[src/shd_pkg.sv]
// ----------------------------------------------------------------------------
// shd_pkg: shared types and constants of the swing hit detector
// Sizes of the sample window, downswing and intensity, and the queue word.
// ----------------------------------------------------------------------------
package shd_pkg;

  localparam int NUM_CONTROLLERS = 2;
  localparam int SAMPLE_BITS     = 16;
  localparam int CTRL_W          = 1;

  localparam int WIN_LEN  = 6;
  localparam int DOWN_LEN = 4;

  // Sum of four samples plus negation needs three more bits, signed.
  localparam int DOWN_W = SAMPLE_BITS + 3;
  // Positive downswing and peak, unsigned.
  localparam int PEAK_W = SAMPLE_BITS + 2;

  localparam int FRAC_BITS = 16;
  localparam int INTEN_W   = FRAC_BITS + 1;
  localparam int CNT_W     = $clog2(INTEN_W + 1);

  localparam int QUEUE_DEPTH = 2;
  localparam int QPTR_W      = (QUEUE_DEPTH > 1) ? $clog2(QUEUE_DEPTH) : 1;
  localparam int QCNT_W      = $clog2(QUEUE_DEPTH + 1);

  typedef struct packed {
    logic [CTRL_W-1:0] ctrl;
    logic              pos;   // downswing above zero
    logic [PEAK_W-1:0] down;
    logic [PEAK_W-1:0] peak;
  } shd_job_t;

endpackage

[src/shd_sample_if.sv]
// ----------------------------------------------------------------------------
// shd_sample_if: input channel of the swing hit detector
// One acceleration sample per word, valid/ready handshake.
// ----------------------------------------------------------------------------
interface shd_sample_if;
  import shd_pkg::*;

  logic                          valid;
  logic                          ready;
  logic [CTRL_W-1:0]             controller;
  logic                          accel_valid;
  logic signed [SAMPLE_BITS-1:0] z_sample;

  modport source (output valid, output controller, output accel_valid, output z_sample,
                  input ready);
  modport sink   (input valid, input controller, input accel_valid, input z_sample,
                  output ready);
endinterface

[src/shd_hit_if.sv]
// ----------------------------------------------------------------------------
// shd_hit_if: result channel of the swing hit detector
// One hit report per word, valid/ready handshake.
// ----------------------------------------------------------------------------
interface shd_hit_if;
  import shd_pkg::*;

  logic               valid;
  logic               ready;
  logic [CTRL_W-1:0]  hit_controller;
  logic [INTEN_W-1:0] intensity;

  modport source (output valid, output hit_controller, output intensity, input ready);
  modport sink   (input valid, input hit_controller, input intensity, output ready);
endinterface

[src/shd_front.sv]
// ----------------------------------------------------------------------------
// shd_front: sample window, hit detection and peak tracking
// Takes one sample word per cycle while the job queue has room, and queues a divide job for every hit.
// ----------------------------------------------------------------------------
module shd_front (
  input  logic           clk,
  input  logic           rst,
  shd_sample_if.sink     sample,
  output logic           job_valid,
  output shd_pkg::shd_job_t job,
  input  logic           job_ready
);
  import shd_pkg::*;

  logic signed [SAMPLE_BITS-1:0] window [NUM_CONTROLLERS][WIN_LEN];
  logic        [PEAK_W-1:0]      peak   [NUM_CONTROLLERS];

  logic                     take;
  logic                     in_range;
  logic signed [DOWN_W-1:0] sum;
  logic signed [DOWN_W-1:0] down;
  logic                     pos;
  logic                     hit;
  logic [PEAK_W-1:0]        peak_next;

  assign sample.ready = job_ready;
  assign in_range     = ({1'b0, sample.controller} < (CTRL_W + 1)'(NUM_CONTROLLERS));
  assign take         = sample.valid && sample.ready && sample.accel_valid && in_range;

  always_comb begin
    sum = '0;
    for (int i = 0; i < DOWN_LEN; i++) begin
      sum = sum + DOWN_W'(window[sample.controller][i]);
    end
    down = -sum;
    pos  = !down[DOWN_W-1] && (down != '0);
  end

  // Window after the shift: entries 1..5 then the new sample.
  always_comb begin
    hit = (sample.z_sample > 0) && (window[sample.controller][WIN_LEN-1] > 0);
    for (int i = 1; i <= DOWN_LEN; i++) begin
      hit = hit && window[sample.controller][i][SAMPLE_BITS-1];
    end
  end

  always_comb begin
    peak_next = peak[sample.controller];
    if (pos && (PEAK_W'(down) > peak[sample.controller])) begin
      peak_next = PEAK_W'(down);
    end
  end

  always_ff @(posedge clk) begin
    if (rst) begin
      for (int c = 0; c < NUM_CONTROLLERS; c++) begin
        peak[c] <= '0;
        for (int i = 0; i < WIN_LEN; i++) begin
          window[c][i] <= '0;
        end
      end
    end else if (take) begin
      for (int i = 0; i < WIN_LEN - 1; i++) begin
        window[sample.controller][i] <= window[sample.controller][i+1];
      end
      window[sample.controller][WIN_LEN-1] <= sample.z_sample;
      if (hit) begin
        peak[sample.controller] <= peak_next;
      end
    end
  end

  assign job_valid = take && hit;
  assign job.ctrl  = sample.controller;
  assign job.pos   = pos;
  assign job.down  = PEAK_W'(down);
  assign job.peak  = peak_next;

  // A positive downswing never exceeds the peak handed to the divider.
  a_peak_covers_down: assert property (@(posedge clk) disable iff (rst)
    job_valid && job.pos |-> job.peak >= job.down && job.peak != '0)
    else $error("queued peak below downswing");

  // Peak only moves on a hit word.
  a_peak_on_hit_only: assert property (@(posedge clk) disable iff (rst)
    !(take && hit) |=> peak[0] == $past(peak[0]))
    else $error("peak changed without a hit");

  a_job_needs_space: assert property (@(posedge clk) disable iff (rst)
    job_valid |-> job_ready)
    else $error("job raised while queue full");

endmodule

[src/shd_queue.sv]
// ----------------------------------------------------------------------------
// shd_queue: short job queue between front and divider
// Register file queue; each side stalls on its own.
// ----------------------------------------------------------------------------
module shd_queue (
  input  logic              clk,
  input  logic              rst,
  input  logic              push_valid,
  input  shd_pkg::shd_job_t push_job,
  output logic              push_ready,
  output logic              pop_valid,
  output shd_pkg::shd_job_t pop_job,
  input  logic              pop_ready
);
  import shd_pkg::*;

  shd_job_t          slots [QUEUE_DEPTH];
  logic [QPTR_W-1:0] wr_ptr;
  logic [QPTR_W-1:0] rd_ptr;
  logic [QCNT_W-1:0] count;
  logic              push;
  logic              pop;

  assign push_ready = (count != QCNT_W'(QUEUE_DEPTH));
  assign pop_valid  = (count != '0);
  assign pop_job    = slots[rd_ptr];
  assign push       = push_valid && push_ready;
  assign pop        = pop_valid && pop_ready;

  always_ff @(posedge clk) begin
    if (push) begin
      slots[wr_ptr] <= push_job;
    end
  end

  always_ff @(posedge clk) begin
    if (rst) begin
      wr_ptr <= '0;
      rd_ptr <= '0;
      count  <= '0;
    end else begin
      if (push) begin
        wr_ptr <= (wr_ptr == QPTR_W'(QUEUE_DEPTH - 1)) ? '0 : wr_ptr + 1'b1;
      end
      if (pop) begin
        rd_ptr <= (rd_ptr == QPTR_W'(QUEUE_DEPTH - 1)) ? '0 : rd_ptr + 1'b1;
      end
      if (push && !pop) begin
        count <= count + 1'b1;
      end else if (pop && !push) begin
        count <= count - 1'b1;
      end
    end
  end

  a_count_bound: assert property (@(posedge clk) disable iff (rst)
    count <= QCNT_W'(QUEUE_DEPTH))
    else $error("queue count past depth");

  a_count_track: assert property (@(posedge clk) disable iff (rst)
    push && !pop |=> count == $past(count) + 1'b1)
    else $error("queue count lost a push");

endmodule

[src/shd_divider.sv]
// ----------------------------------------------------------------------------
// shd_divider: intensity divider and result register
// Restoring division of downswing * 2^16 by peak, one quotient bit a cycle.
// ----------------------------------------------------------------------------
module shd_divider (
  input  logic              clk,
  input  logic              rst,
  input  logic              job_valid,
  input  shd_pkg::shd_job_t job,
  output logic              job_ready,
  shd_hit_if.source         hit
);
  import shd_pkg::*;

  typedef enum logic [1:0] {IDLE, RUN, FINISH} state_t;

  state_t             state;
  logic [CNT_W-1:0]   count;
  logic [PEAK_W-1:0]  rem;
  logic [PEAK_W-1:0]  divisor;
  logic [INTEN_W-1:0] shreg;
  logic [INTEN_W-1:0] quo;
  logic [CTRL_W-1:0]  ctrl;

  logic [PEAK_W:0]    trial;
  logic [PEAK_W:0]    diff;
  logic               fits;

  assign job_ready = (state == IDLE);

  // Bring the next dividend bit in and try to subtract.
  assign trial = {rem, shreg[INTEN_W-1]};
  assign diff  = trial - {1'b0, divisor};
  assign fits  = (trial >= {1'b0, divisor});

  always_ff @(posedge clk) begin
    if (rst) begin
      state     <= IDLE;
      hit.valid <= 1'b0;
    end else begin
      // Drop a taken word; in FINISH the arm below decides valid.
      if (hit.valid && hit.ready && (state != FINISH)) begin
        hit.valid <= 1'b0;
      end
      unique case (state)
        IDLE: begin
          if (job_valid) begin
            ctrl    <= job.ctrl;
            divisor <= job.peak;
            count   <= '0;
            quo     <= '0;
            // High part of the dividend is down >> 1; down[0] then zeros follow.
            rem     <= job.down >> 1;
            shreg   <= {job.down[0], {(INTEN_W-1){1'b0}}};
            state   <= job.pos ? RUN : FINISH;
          end
        end
        RUN: begin
          rem   <= fits ? diff[PEAK_W-1:0] : rem << 1 | PEAK_W'(shreg[INTEN_W-1]);
          quo   <= {quo[INTEN_W-2:0], fits};
          shreg <= shreg << 1;
          count <= count + 1'b1;
          if (count == CNT_W'(INTEN_W - 1)) begin
            state <= FINISH;
          end
        end
        FINISH: begin
          if (!hit.valid || hit.ready) begin
            hit.valid          <= 1'b1;
            hit.hit_controller <= ctrl;
            hit.intensity      <= quo;
            state              <= IDLE;
          end
        end
        default: state <= IDLE;
      endcase
    end
  end

  a_full_scale: assert property (@(posedge clk) disable iff (rst)
    hit.valid |-> hit.intensity <= INTEN_W'(1 << FRAC_BITS))
    else $error("intensity above full strength");

  a_rem_below_divisor: assert property (@(posedge clk) disable iff (rst)
    state == RUN |-> rem < divisor)
    else $error("partial remainder not below peak");

  a_run_length: assert property (@(posedge clk) disable iff (rst)
    $rose(state == FINISH) && $past(state) == RUN |-> $past(count) == CNT_W'(INTEN_W - 1))
    else $error("division left early");

endmodule

[src/swing_hit_detector.sv]
// ----------------------------------------------------------------------------
// swing_hit_detector: per-controller swing hit detection with intensity
// Windowed downswing detector feeding an iterative intensity divider.
// ----------------------------------------------------------------------------
//  channel  dir  payload                               handshake
//  sample   in   controller, accel_valid, z_sample     valid / ready
//  hit      out  hit_controller, intensity (Q1.16)     valid / ready
//
//  The front takes one sample word a cycle while the job queue has room.
//  In the divider a hit takes a load, 17 quotient bits and a write-out;
//  the bit-serial divider sets the sustained rate for back-to-back hits.
//  Synchronous reset clears windows, peaks, queue and the result valid bit.
//  A stalled result holds; the front and queue keep working behind it until the queue is full.
// ----------------------------------------------------------------------------
module swing_hit_detector (
  input  logic       clk,
  input  logic       rst,
  shd_sample_if.sink sample,
  shd_hit_if.source  hit
);
  import shd_pkg::*;

  logic     fq_valid;
  logic     fq_ready;
  shd_job_t fq_job;
  logic     qd_valid;
  logic     qd_ready;
  shd_job_t qd_job;

  shd_front u_front (
    .clk       (clk),
    .rst       (rst),
    .sample    (sample),
    .job_valid (fq_valid),
    .job       (fq_job),
    .job_ready (fq_ready)
  );

  shd_queue u_queue (
    .clk        (clk),
    .rst        (rst),
    .push_valid (fq_valid),
    .push_job   (fq_job),
    .push_ready (fq_ready),
    .pop_valid  (qd_valid),
    .pop_job    (qd_job),
    .pop_ready  (qd_ready)
  );

  shd_divider u_divider (
    .clk       (clk),
    .rst       (rst),
    .job_valid (qd_valid),
    .job       (qd_job),
    .job_ready (qd_ready),
    .hit       (hit)
  );

endmodule
[src/flat_wrapper.sv]
// flat-port wrapper written by rule: the top's interface ports become plain ports
module swing_hit_detector_flat import shd_pkg::*;
  (clk, rst, sample_valid, sample_controller, sample_accel_valid, sample_z_sample, sample_ready, hit_valid, hit_hit_controller, hit_intensity, hit_ready);
  shd_sample_if sample_i ();
  shd_hit_if hit_i ();
  input  logic clk;
  input  logic rst;
  input wire logic [$bits(sample_i.valid)-1:0] sample_valid;
  input wire logic [$bits(sample_i.controller)-1:0] sample_controller;
  input wire logic [$bits(sample_i.accel_valid)-1:0] sample_accel_valid;
  input wire logic [$bits(sample_i.z_sample)-1:0] sample_z_sample;
  output wire logic [$bits(sample_i.ready)-1:0] sample_ready;
  output wire logic [$bits(hit_i.valid)-1:0] hit_valid;
  output wire logic [$bits(hit_i.hit_controller)-1:0] hit_hit_controller;
  output wire logic [$bits(hit_i.intensity)-1:0] hit_intensity;
  input wire logic [$bits(hit_i.ready)-1:0] hit_ready;
  assign sample_i.valid = sample_valid;
  assign sample_i.controller = sample_controller;
  assign sample_i.accel_valid = sample_accel_valid;
  assign sample_i.z_sample = sample_z_sample;
  assign sample_ready = sample_i.ready;
  assign hit_valid = hit_i.valid;
  assign hit_hit_controller = hit_i.hit_controller;
  assign hit_intensity = hit_i.intensity;
  assign hit_i.ready = hit_ready;
  swing_hit_detector u_core (.clk(clk), .rst(rst), .sample(sample_i), .hit(hit_i));
endmodule
[config.mk]
export PLATFORM = sky130hd
export DESIGN_NAME = swing_hit_detector_flat
export DESIGN_NICKNAME = d
export VERILOG_FILES = /design/src/shd_pkg.sv /design/src/shd_sample_if.sv /design/src/shd_hit_if.sv /design/src/shd_front.sv /design/src/shd_queue.sv /design/src/shd_divider.sv /design/src/swing_hit_detector.sv /design/src/flat_wrapper.sv
export SDC_FILE = /design/constraint.sdc
export NUM_CORES = 1
export LEC_CHECK = 0
export ABC_AREA = 1
export BUFFER_PORTS_ARGS = -buffer_cell sky130_fd_sc_hd__buf_4
export CAP_MARGIN = 40
export CORE_MARGIN = 1.5
export CORE_UTILIZATION = 51
export DETAILED_ROUTE_END_ITERATION = 7
export PLACE_DENSITY = 0.65
export SLEW_MARGIN = 20
export SYNTH_ARGS = -nofsm -noshare
export SYNTH_HDL_FRONTEND = slang
export SYNTH_HIERARCHICAL = 1
export SYNTH_SLANG_ARGS = --single-unit
[constraint.sdc]
create_clock -name clk -period 6.9 [get_ports clk]
set_clock_uncertainty 0.2 [all_clocks]
set_input_delay 0.345 -clock clk [delete_from_list [all_inputs] [get_ports clk]]
set_output_delay 0.345 -clock clk [all_outputs]
set_load 0.005 [all_outputs]
==> impl_results.md, run 1 <==
* Initial Utilization at 52.00%
* Worst Hold Class: primary input to flip-flop
* Final hold vios at 0
* Setup crit end: u_core/u_front/peak[0][16]
* Cell count after synthesis at 1,957
* Reg2Reg Setup Slack at 0.73 ns
* Syn-to-layout area delta at 11.37%
* Arrival @ worst endpoint at 6.37 ns
* Grt total ovfl at 0
* DR WL/cell at 16.97 um
* Die area at 40,880 um2
* Max VDD drop at 0.0002836 V
* CTS Buffer Depth at 3
* WL final at 43,490 um
* Leakage at 9.777 nW
* Filler cells at 3,308
* Largest net degree at the start of global routing at 69
* Register area share after synthesis at 57.48%
* Layout Nets at 2,144
* Worst Path Max Fanout at 19
* CTS sink count at 390
* Startpoint types: flip-flop
* Most frequent cells in the layout: edfxtp_1 (382), nand2_1 (377), inv_1 (313)
* Syn_nets at 2,086
* Port Buf Inserts at 41
* Critical path launch point: u_core/u_front/window[0][33]
* Number of routed nets with antenna violations at 0
* Crit Path Class: flip-flop to flip-flop
* First-pass GRT wire length at 70,250 um
* Drc violations at 0
* Setup violators final at 0
* Period utilization at 89.41%
* Placed cell area at 21,070 um2
* Status: finished, final reports clean
* Final core occ at 57.91%
* Initial DRC count at 860
* I/O pin cnt at 42
* Commonest non-fill, non-tap cell in the layout: edfxtp_1
* Crit. End Element: flip-flop
* Reg clk slew, reported paths at 0.06 ns
* FF-to-FF path depth at 27
* TritonRoute pass-1 iters at 5
* Max transition margin at 47.54%
* Min-delay src: hit_ready
* Synth Cell Area at 20,240 um2
* Die Span X at 202.2 um
* Vias after detailed routing at 13.28k
* CTS Buf Count at 42
* Yosys reg bits at 390
* Launching point of the worst reg2reg path: u_core/u_front/window[0][33]
* Post-route minimum period at 6.170 ns
* Root Buffer: clkbuf_16
* Setup TNS at 0 ns
* Hold depth at 4
* Fmax at 162.1 MHz
* Area of the core at 38,920 um2
* Die height at 202.2 um
* DR vias/cell at 5.183
* Skew-Pair Late Insertion Delay at 0.55 ns
* RSZ-0062 raised after global routing: no
* Dpl hpwl at 29,990 um
* CTS tree: built
* Row count at 72
* Max Cap Violations at 0
* Power Density at 429.9 nW/um2
* GRT Util Overall at 21.94%
* H-tree Lvls at 2
* RR Endpoint: u_core/u_front/peak[0][16]
* Count of cell types in the netlist at 48
* Slew of the pin with the lowest slew margin at 0.7843 ns
* Inserted Diodes at 0
* Final Cell Area at 22,540 um2
* Routability cong. at 0.8920
* Share of cells above drive strength 1 at 11.89%
* Post-CTS setup buffers at 0
* Syn Area/Cell at 10.34 um2
* Slew Limit Fails at 0
* Vias in the first global route at 13.24k
* Syn. warnings at 6
* WP data required at 7.10 ns
* Initial antenna violation count at 1
-- cell usage after synthesis, drive strengths merged --
library cell | instances | area [um2]
nand2 | 403 | 1599
edfxtp | 382 | 11470
inv | 322 | 1209
nor2 | 269 | 1047
nand3 | 80 | 455.4
ha | 73 | 913.4
o21ai | 57 | 289.0
nor3 | 55 | 280.3
mux2 | 38 | 503.0
nand4 | 36 | 225.2
clkbuf | 35 | 141.4
fa | 34 | 680.7
a21oi | 33 | 172.7
buf | 33 | 262.8
mux2i | 27 | 270.3
nand3b | 19 | 142.6
a31o | 15 | 131.4
dfxtp | 8 | 160.2
or2 | 8 | 50.05
o21a | 7 | 52.55
xnor2 | 7 | 61.31
nor4 | 4 | 25.02
xor2 | 4 | 35.03
and2 | 2 | 12.51
a2111oi | 1 | 8.760
a21o | 1 | 7.510
and3 | 1 | 6.260
o211ai | 1 | 7.510
o21bai | 1 | 7.510
o31ai | 1 | 7.510
-- per-stage QoR --
| step | worst slack, ns | hold WS, ns | cells | power [W] |
|---|---|---|---|---|
| 5_1_grt | 0.2178 | 0.05568 | 2562 | 0.01040 |
| 3_5_place_dp | 0.2112 | 0.2159 | 2471 | 0.007567 |
| 6_report | 0.7305 | 0.04707 | 2562 | 0.009688 |
| 4_1_cts | 0.7723 | 0.008177 | 2561 | 0.009734 |
| 2_1_floorplan | 0.9887 | 0.2003 | 1957 | 0.006422 |
| 3_3_place_gp | 0.3874 | 0.2062 | 2467 | 0.007485 |
-- cell type report --
| class | count | area (um2) | share of cell area, % |
|---|---|---|---|
| repair buffers | 82 | 718.2 | 3.187 |
| flip-flops and latches | 390 | 11630 | 51.62 |
| clock inverters | 19 | 167.7 | 0.7439 |
| multi-input cells | 1177 | 7044 | 31.26 |
| inverters | 322 | 1209 | 5.363 |
| clock buffers | 54 | 1117 | 4.958 |
| well taps | 518 | 648.1 | 2.876 |
-- timing repair --
item | 4_1_cts | 5_1_grt
resized for setup | 0 | 0
hold buffers | 17 | 0
endpoints found under the hold margin | 31 | 0
endpoints found under the setup margin | 0 | 0
-- how the worst min path moves through the flow --
stage	endpoint	slack, ns
floorplan	u_core/u_divider/hit.hit_controller	0.20
global placement	u_core/u_divider/hit.intensity[16]	0.21
detailed placement	u_core/u_divider/hit.intensity[16]	0.22
CTS	u_core/u_divider/state[1]	0.008
global route	u_core/u_divider/state[1]	0.06
finish	u_core/u_divider/state[1]	0.05
-- power breakdown --
part	total, W	switching (W)	internal [W]	leakage [nW]
clock	0.00213	0.000881	0.00125	0.630
combinational	0.00426	0.00292	0.00134	5.30
sequential	0.00329	0.000127	0.00317	3.84
total	0.00969	0.00393	0.00576	9.78
-- state kept, by name, indices dropped and copies added, names as in the netlist, named ones only --
register	cells
u_core/u_divider/rem	18
u_core/u_divider/state	2
u_core/u_divider/shreg	1
u_core/u_front/peak	36
u_core/u_divider/hit.hit_controller	1
u_core/u_queue/wr_ptr	1
u_core/u_queue/slots	76
u_core/u_front/window	192
u_core/u_divider/hit.valid	1
u_core/u_divider/quo	17
u_core/u_divider/divisor	18
u_core/u_divider/hit.intensity	17
u_core/u_divider/ctrl	1
u_core/u_queue/rd_ptr	1
u_core/u_divider/count	5
u_core/u_queue/count	2
-- critical path, cell delays in order (launching register included) --
cell	delay, ns
edfxtp_1	0.32
inv_1	0.05
nand2_1	0.05
o21ai_0	0.15
fa_1	0.58
inv_1	0.06
fa_1	0.39
fa_1	0.55
inv_1	0.04
ha_1	0.26
fa_1	0.51
nand2_1	0.10
nand2_1	0.09
nand3_1	0.11
nand2_1	0.10
nand2_1	0.07
nand2_1	0.19
ha_1	0.38
nand4_1	0.18
o21ai_0	0.29
nand2_1	0.08
nand3_1	0.07
nand2_1	0.06
inv_2	0.25
nand3_2	0.48
nand2_1	0.21
nand2_1	0.11
nor2_1	0.10
-- cells by family (layout without fill, tap and decap cells) --
kind of cell / count (synthesis) / after routing / share of synthesized area [%]
buffers and inverters: 390 / 477 / 7.970
DFF: 390 / 390 / 57.48
and+or+nand+nor: 877 / 877 / 18.99
adders and majority gates: 107 / 107 / 7.877
muxes: 65 / 65 / 3.821
AOI/OAI and AO/OA: 117 / 117 / 3.382
xor gates and xnor gates: 11 / 11 / 0.4761
-- per-layer routing --
layer | GRT usage (%) | vias to the layer above | share of wire (%)
met4 | 8.122 | 2 | 3.1
met2 | 35.47 | 317 | 47
li1 | - | 6570 | -
met1 | 30.41 | 6309 | 46
met3 | 2.999 | 81 | 4.4
met5 | 0 | - | 0.028
Note: power is estimated with default switching activity, not from simulation.
==> inputs of run 2 (changes only) <==
--- a/config.mk
+++ b/config.mk
@@ -10,8 +10,10 @@
 export CAP_MARGIN = 40
 export CORE_MARGIN = 1.5
 export CORE_UTILIZATION = 51
+export CTS_CLUSTER_SIZE = 16
 export DETAILED_ROUTE_END_ITERATION = 7
 export PLACE_DENSITY = 0.65
+export REMOVE_ABC_BUFFERS = 1
 export SLEW_MARGIN = 20
 export SYNTH_ARGS = -nofsm -noshare
 export SYNTH_HDL_FRONTEND = slang
==> run 2 against run 1 <==
Against the previous run: combinational power shrank 4%; largest power group unchanged; critical path depth grew 4; global-route usage shrank 1.6 points; non-clock buffer count grew 5; hold slack gained 0.051 ns; critical endpoint is now u_core/u_front/peak[1][12].
==> impl_results.md, run 2 (synthesis gave the netlist of run 1 again) <==
* Final hold vios at 0 (unchanged)
* Slew of the pin with the lowest slew margin at 0.7940 ns (+0.009719 ns)
* Critical path launch point: u_core/u_front/window[0][33]
* Status: finished, final reports clean
* Total power at 0.009487 W (-2.1%)
* Initial DRC count at 640 (-26%)
* Fmax at 163.8 MHz (+1.1%)
* Root Buffer: clkbuf_16
* Layout Nets at 2,149 (+0.23%)
* Drc violations at 0 (unchanged)
* Arrival @ worst endpoint at 6.30 ns (-0.07 ns)
* Min-delay src: sample_controller
* Die area at 40,880 um2 (unchanged)
* Grt total ovfl at 0 (unchanged)
* CTS Buf Count at 42 (unchanged)
* Crit-path max cell delay at 0.58 ns (about the same)
* Leakage at 9.824 nW (+0.48%)
* Post-Place Setup Slack at 0.3542 ns (+0.1430 ns)
* CTS Buffer Depth at 3 (unchanged)
* WP data required at 7.10 ns (about the same)
* Max Cap Violations at 0 (unchanged)
* Share of cells above drive strength 1 at 12.34% (+0.45 points)
* Vias after detailed routing at 13.15k (-0.99%)
* Final core occ at 58.15% (+0.24 points)
* Vias in the first global route at 13.10k (-1.1%)
* Routability cong. at 0.8360 (-6.3%)
* Crit. End Element: flip-flop
* Max reg flops at 192 (unchanged)
* GRT Util Overall at 20.32% (-1.6 points)
* I/O pin cnt at 42 (unchanged)
* Power Density at 419.2 nW/um2 (-2.5%)
* CP dominant cell by count: nand2_1
* Inserted Diodes at 0 (unchanged)
* Setup ws final at 0.7949 ns (+0.06436 ns)
* Dpl hpwl at 27,670 um (-7.8%)
* Reg clk slew, reported paths at 0.06 ns (about the same)
* Row count at 72 (unchanged)
* Area of the core at 38,920 um2 (unchanged)
* Min Hold Slack at 0.09842 ns (+0.05136 ns)
* First-pass GRT wire length at 66,300 um (-5.6%)
* Filler cells at 3,280 (-0.85%)
* RSZ-0062 raised after global routing: no
* Max VDD drop at 0.0002258 V (-20%)
* Initial Utilization at 52.00% (unchanged)
* Startpoint types: flip-flop
* Post-route minimum period at 6.105 ns (-0.06436 ns)
* Slew Limit Fails at 0 (unchanged)
* Die height at 202.2 um (unchanged)
* Largest registers: u_core/u_front/window x192, u_core/u_queue/slots x76, u_core/u_front/peak x36
* CTS sink count at 390 (unchanged)
* Worst Hold Class: primary input to flip-flop
* Setup violators final at 0 (unchanged)
* Launching point of the worst reg2reg path: u_core/u_front/window[0][33]
* Number of routed nets with antenna violations at 0 (unchanged)
* Commonest non-fill, non-tap cell in the layout: edfxtp_1
* Crit Path Class: flip-flop to flip-flop
* Skew-Pair Late Insertion Delay at 0.56 ns (about the same)
* Max transition margin at 46.69% (-0.86 points)
* CTS tree: built
* Initial antenna violation count at 0 (-1)
* Most frequent cells in the layout: edfxtp_1 (382), nand2_1 (377), inv_1 (313)
* TritonRoute pass-1 iters at 7 (+2)
* DR vias/cell at 5.118 (-1.3%)
* Die Span X at 202.2 um (unchanged)
* Syn-to-layout area delta at 11.84%
* DR WL/cell at 15.82 um (-6.8%)
* Largest reg by FF count: u_core/u_front/window
* Crit path max-delay cell type: fa_1
* Largest net degree at the start of global routing at 63 (-8.7%)
* WL final at 40,650 um (-6.5%)
* Port Buf Inserts at 41 (unchanged)
* Period utilization at 88.48% (-0.93 points)
* Post-cts sizing count at 0 (unchanged)
* H-tree Lvls at 2 (unchanged)
* Worst Path Max Fanout at 19 (unchanged)
* Setup TNS at 0 ns (unchanged)
## run 2: cell count changes in the layout (fill, tap and decap cells not counted), sizes merged
| cell | previous run | this run |
|---|---|---|
| buf | 65 | 69 |
| clkinv | 14 | 17 |
| clkbuf | 54 | 52 |
| clkinvlp | 0 | 2 |
| dlygate4sd3 | 17 | 18 |
| inv | 324 | 323 |
## run 2: area by class of cell
cell class,instances,area (um2),share of cell area (%)
flip-flops and latches,390,11630,51.40
inverters,322,1209,5.341
clock buffers,52,1110,4.904
well taps,518,648.1,2.864
repair buffers,87,803.3,3.549
clock inverters,23,191.4,0.8459
multi-input cells,1177,7038,31.10
## run 2: worst paths after layout
check                                       end  slack [ns]  cells after the start
max                  u_core/u_front/peak[1][12]        0.79                     31
min                u_core/u_front/window[0][80]         0.1                      2
max reg2reg          u_core/u_front/peak[1][12]        0.79                     31
min reg2reg  u_core/u_divider/hit.intensity[11]        0.24                      0
## run 2: repair_timing
| item | 4_1_cts | 5_1_grt |
|---|---|---|
| hold buffers | 18 | 0 |
| endpoints found under the hold margin | 31 | 0 |
| buffers inserted | 0 | 0 |
| endpoints found under the setup margin | 0 | 0 |
## run 2: worst max-delay path, delay by kind of cell, from the launching register on
kind / cells / cell delay [ns]
buffers and inverters: 5 / 0.44
flip-flops: 1 / 0.31
AND/OR/NAND/NOR: 18 / 2.11
AO/OA/AOI/OAI: 2 / 0.29
adder cells (fa/ha/maj): 6 / 2.57
## run 2: power breakdown
group          internal (W)  switching (W)
Sequential          0.00317       0.000104
Clock               0.00125       0.000893
Combinational       0.00133        0.00274
## run 2: layer usage
layer / GRT usage [%] / wire [um]
met2: 36.03 / 20680
met3: 2.822 / 1654
met1: 25.70 / 17380
met4: 6.587 / 940
met5: 0 / 0
## run 2: per-stage QoR
stage / instance area [um2] / cells
floorplan: 19830 / 1889
global placement: 21040 / 2470
detailed placement: 21130 / 2475
CTS: 22610 / 2568
global route: 22630 / 2569
finish: 22630 / 2569
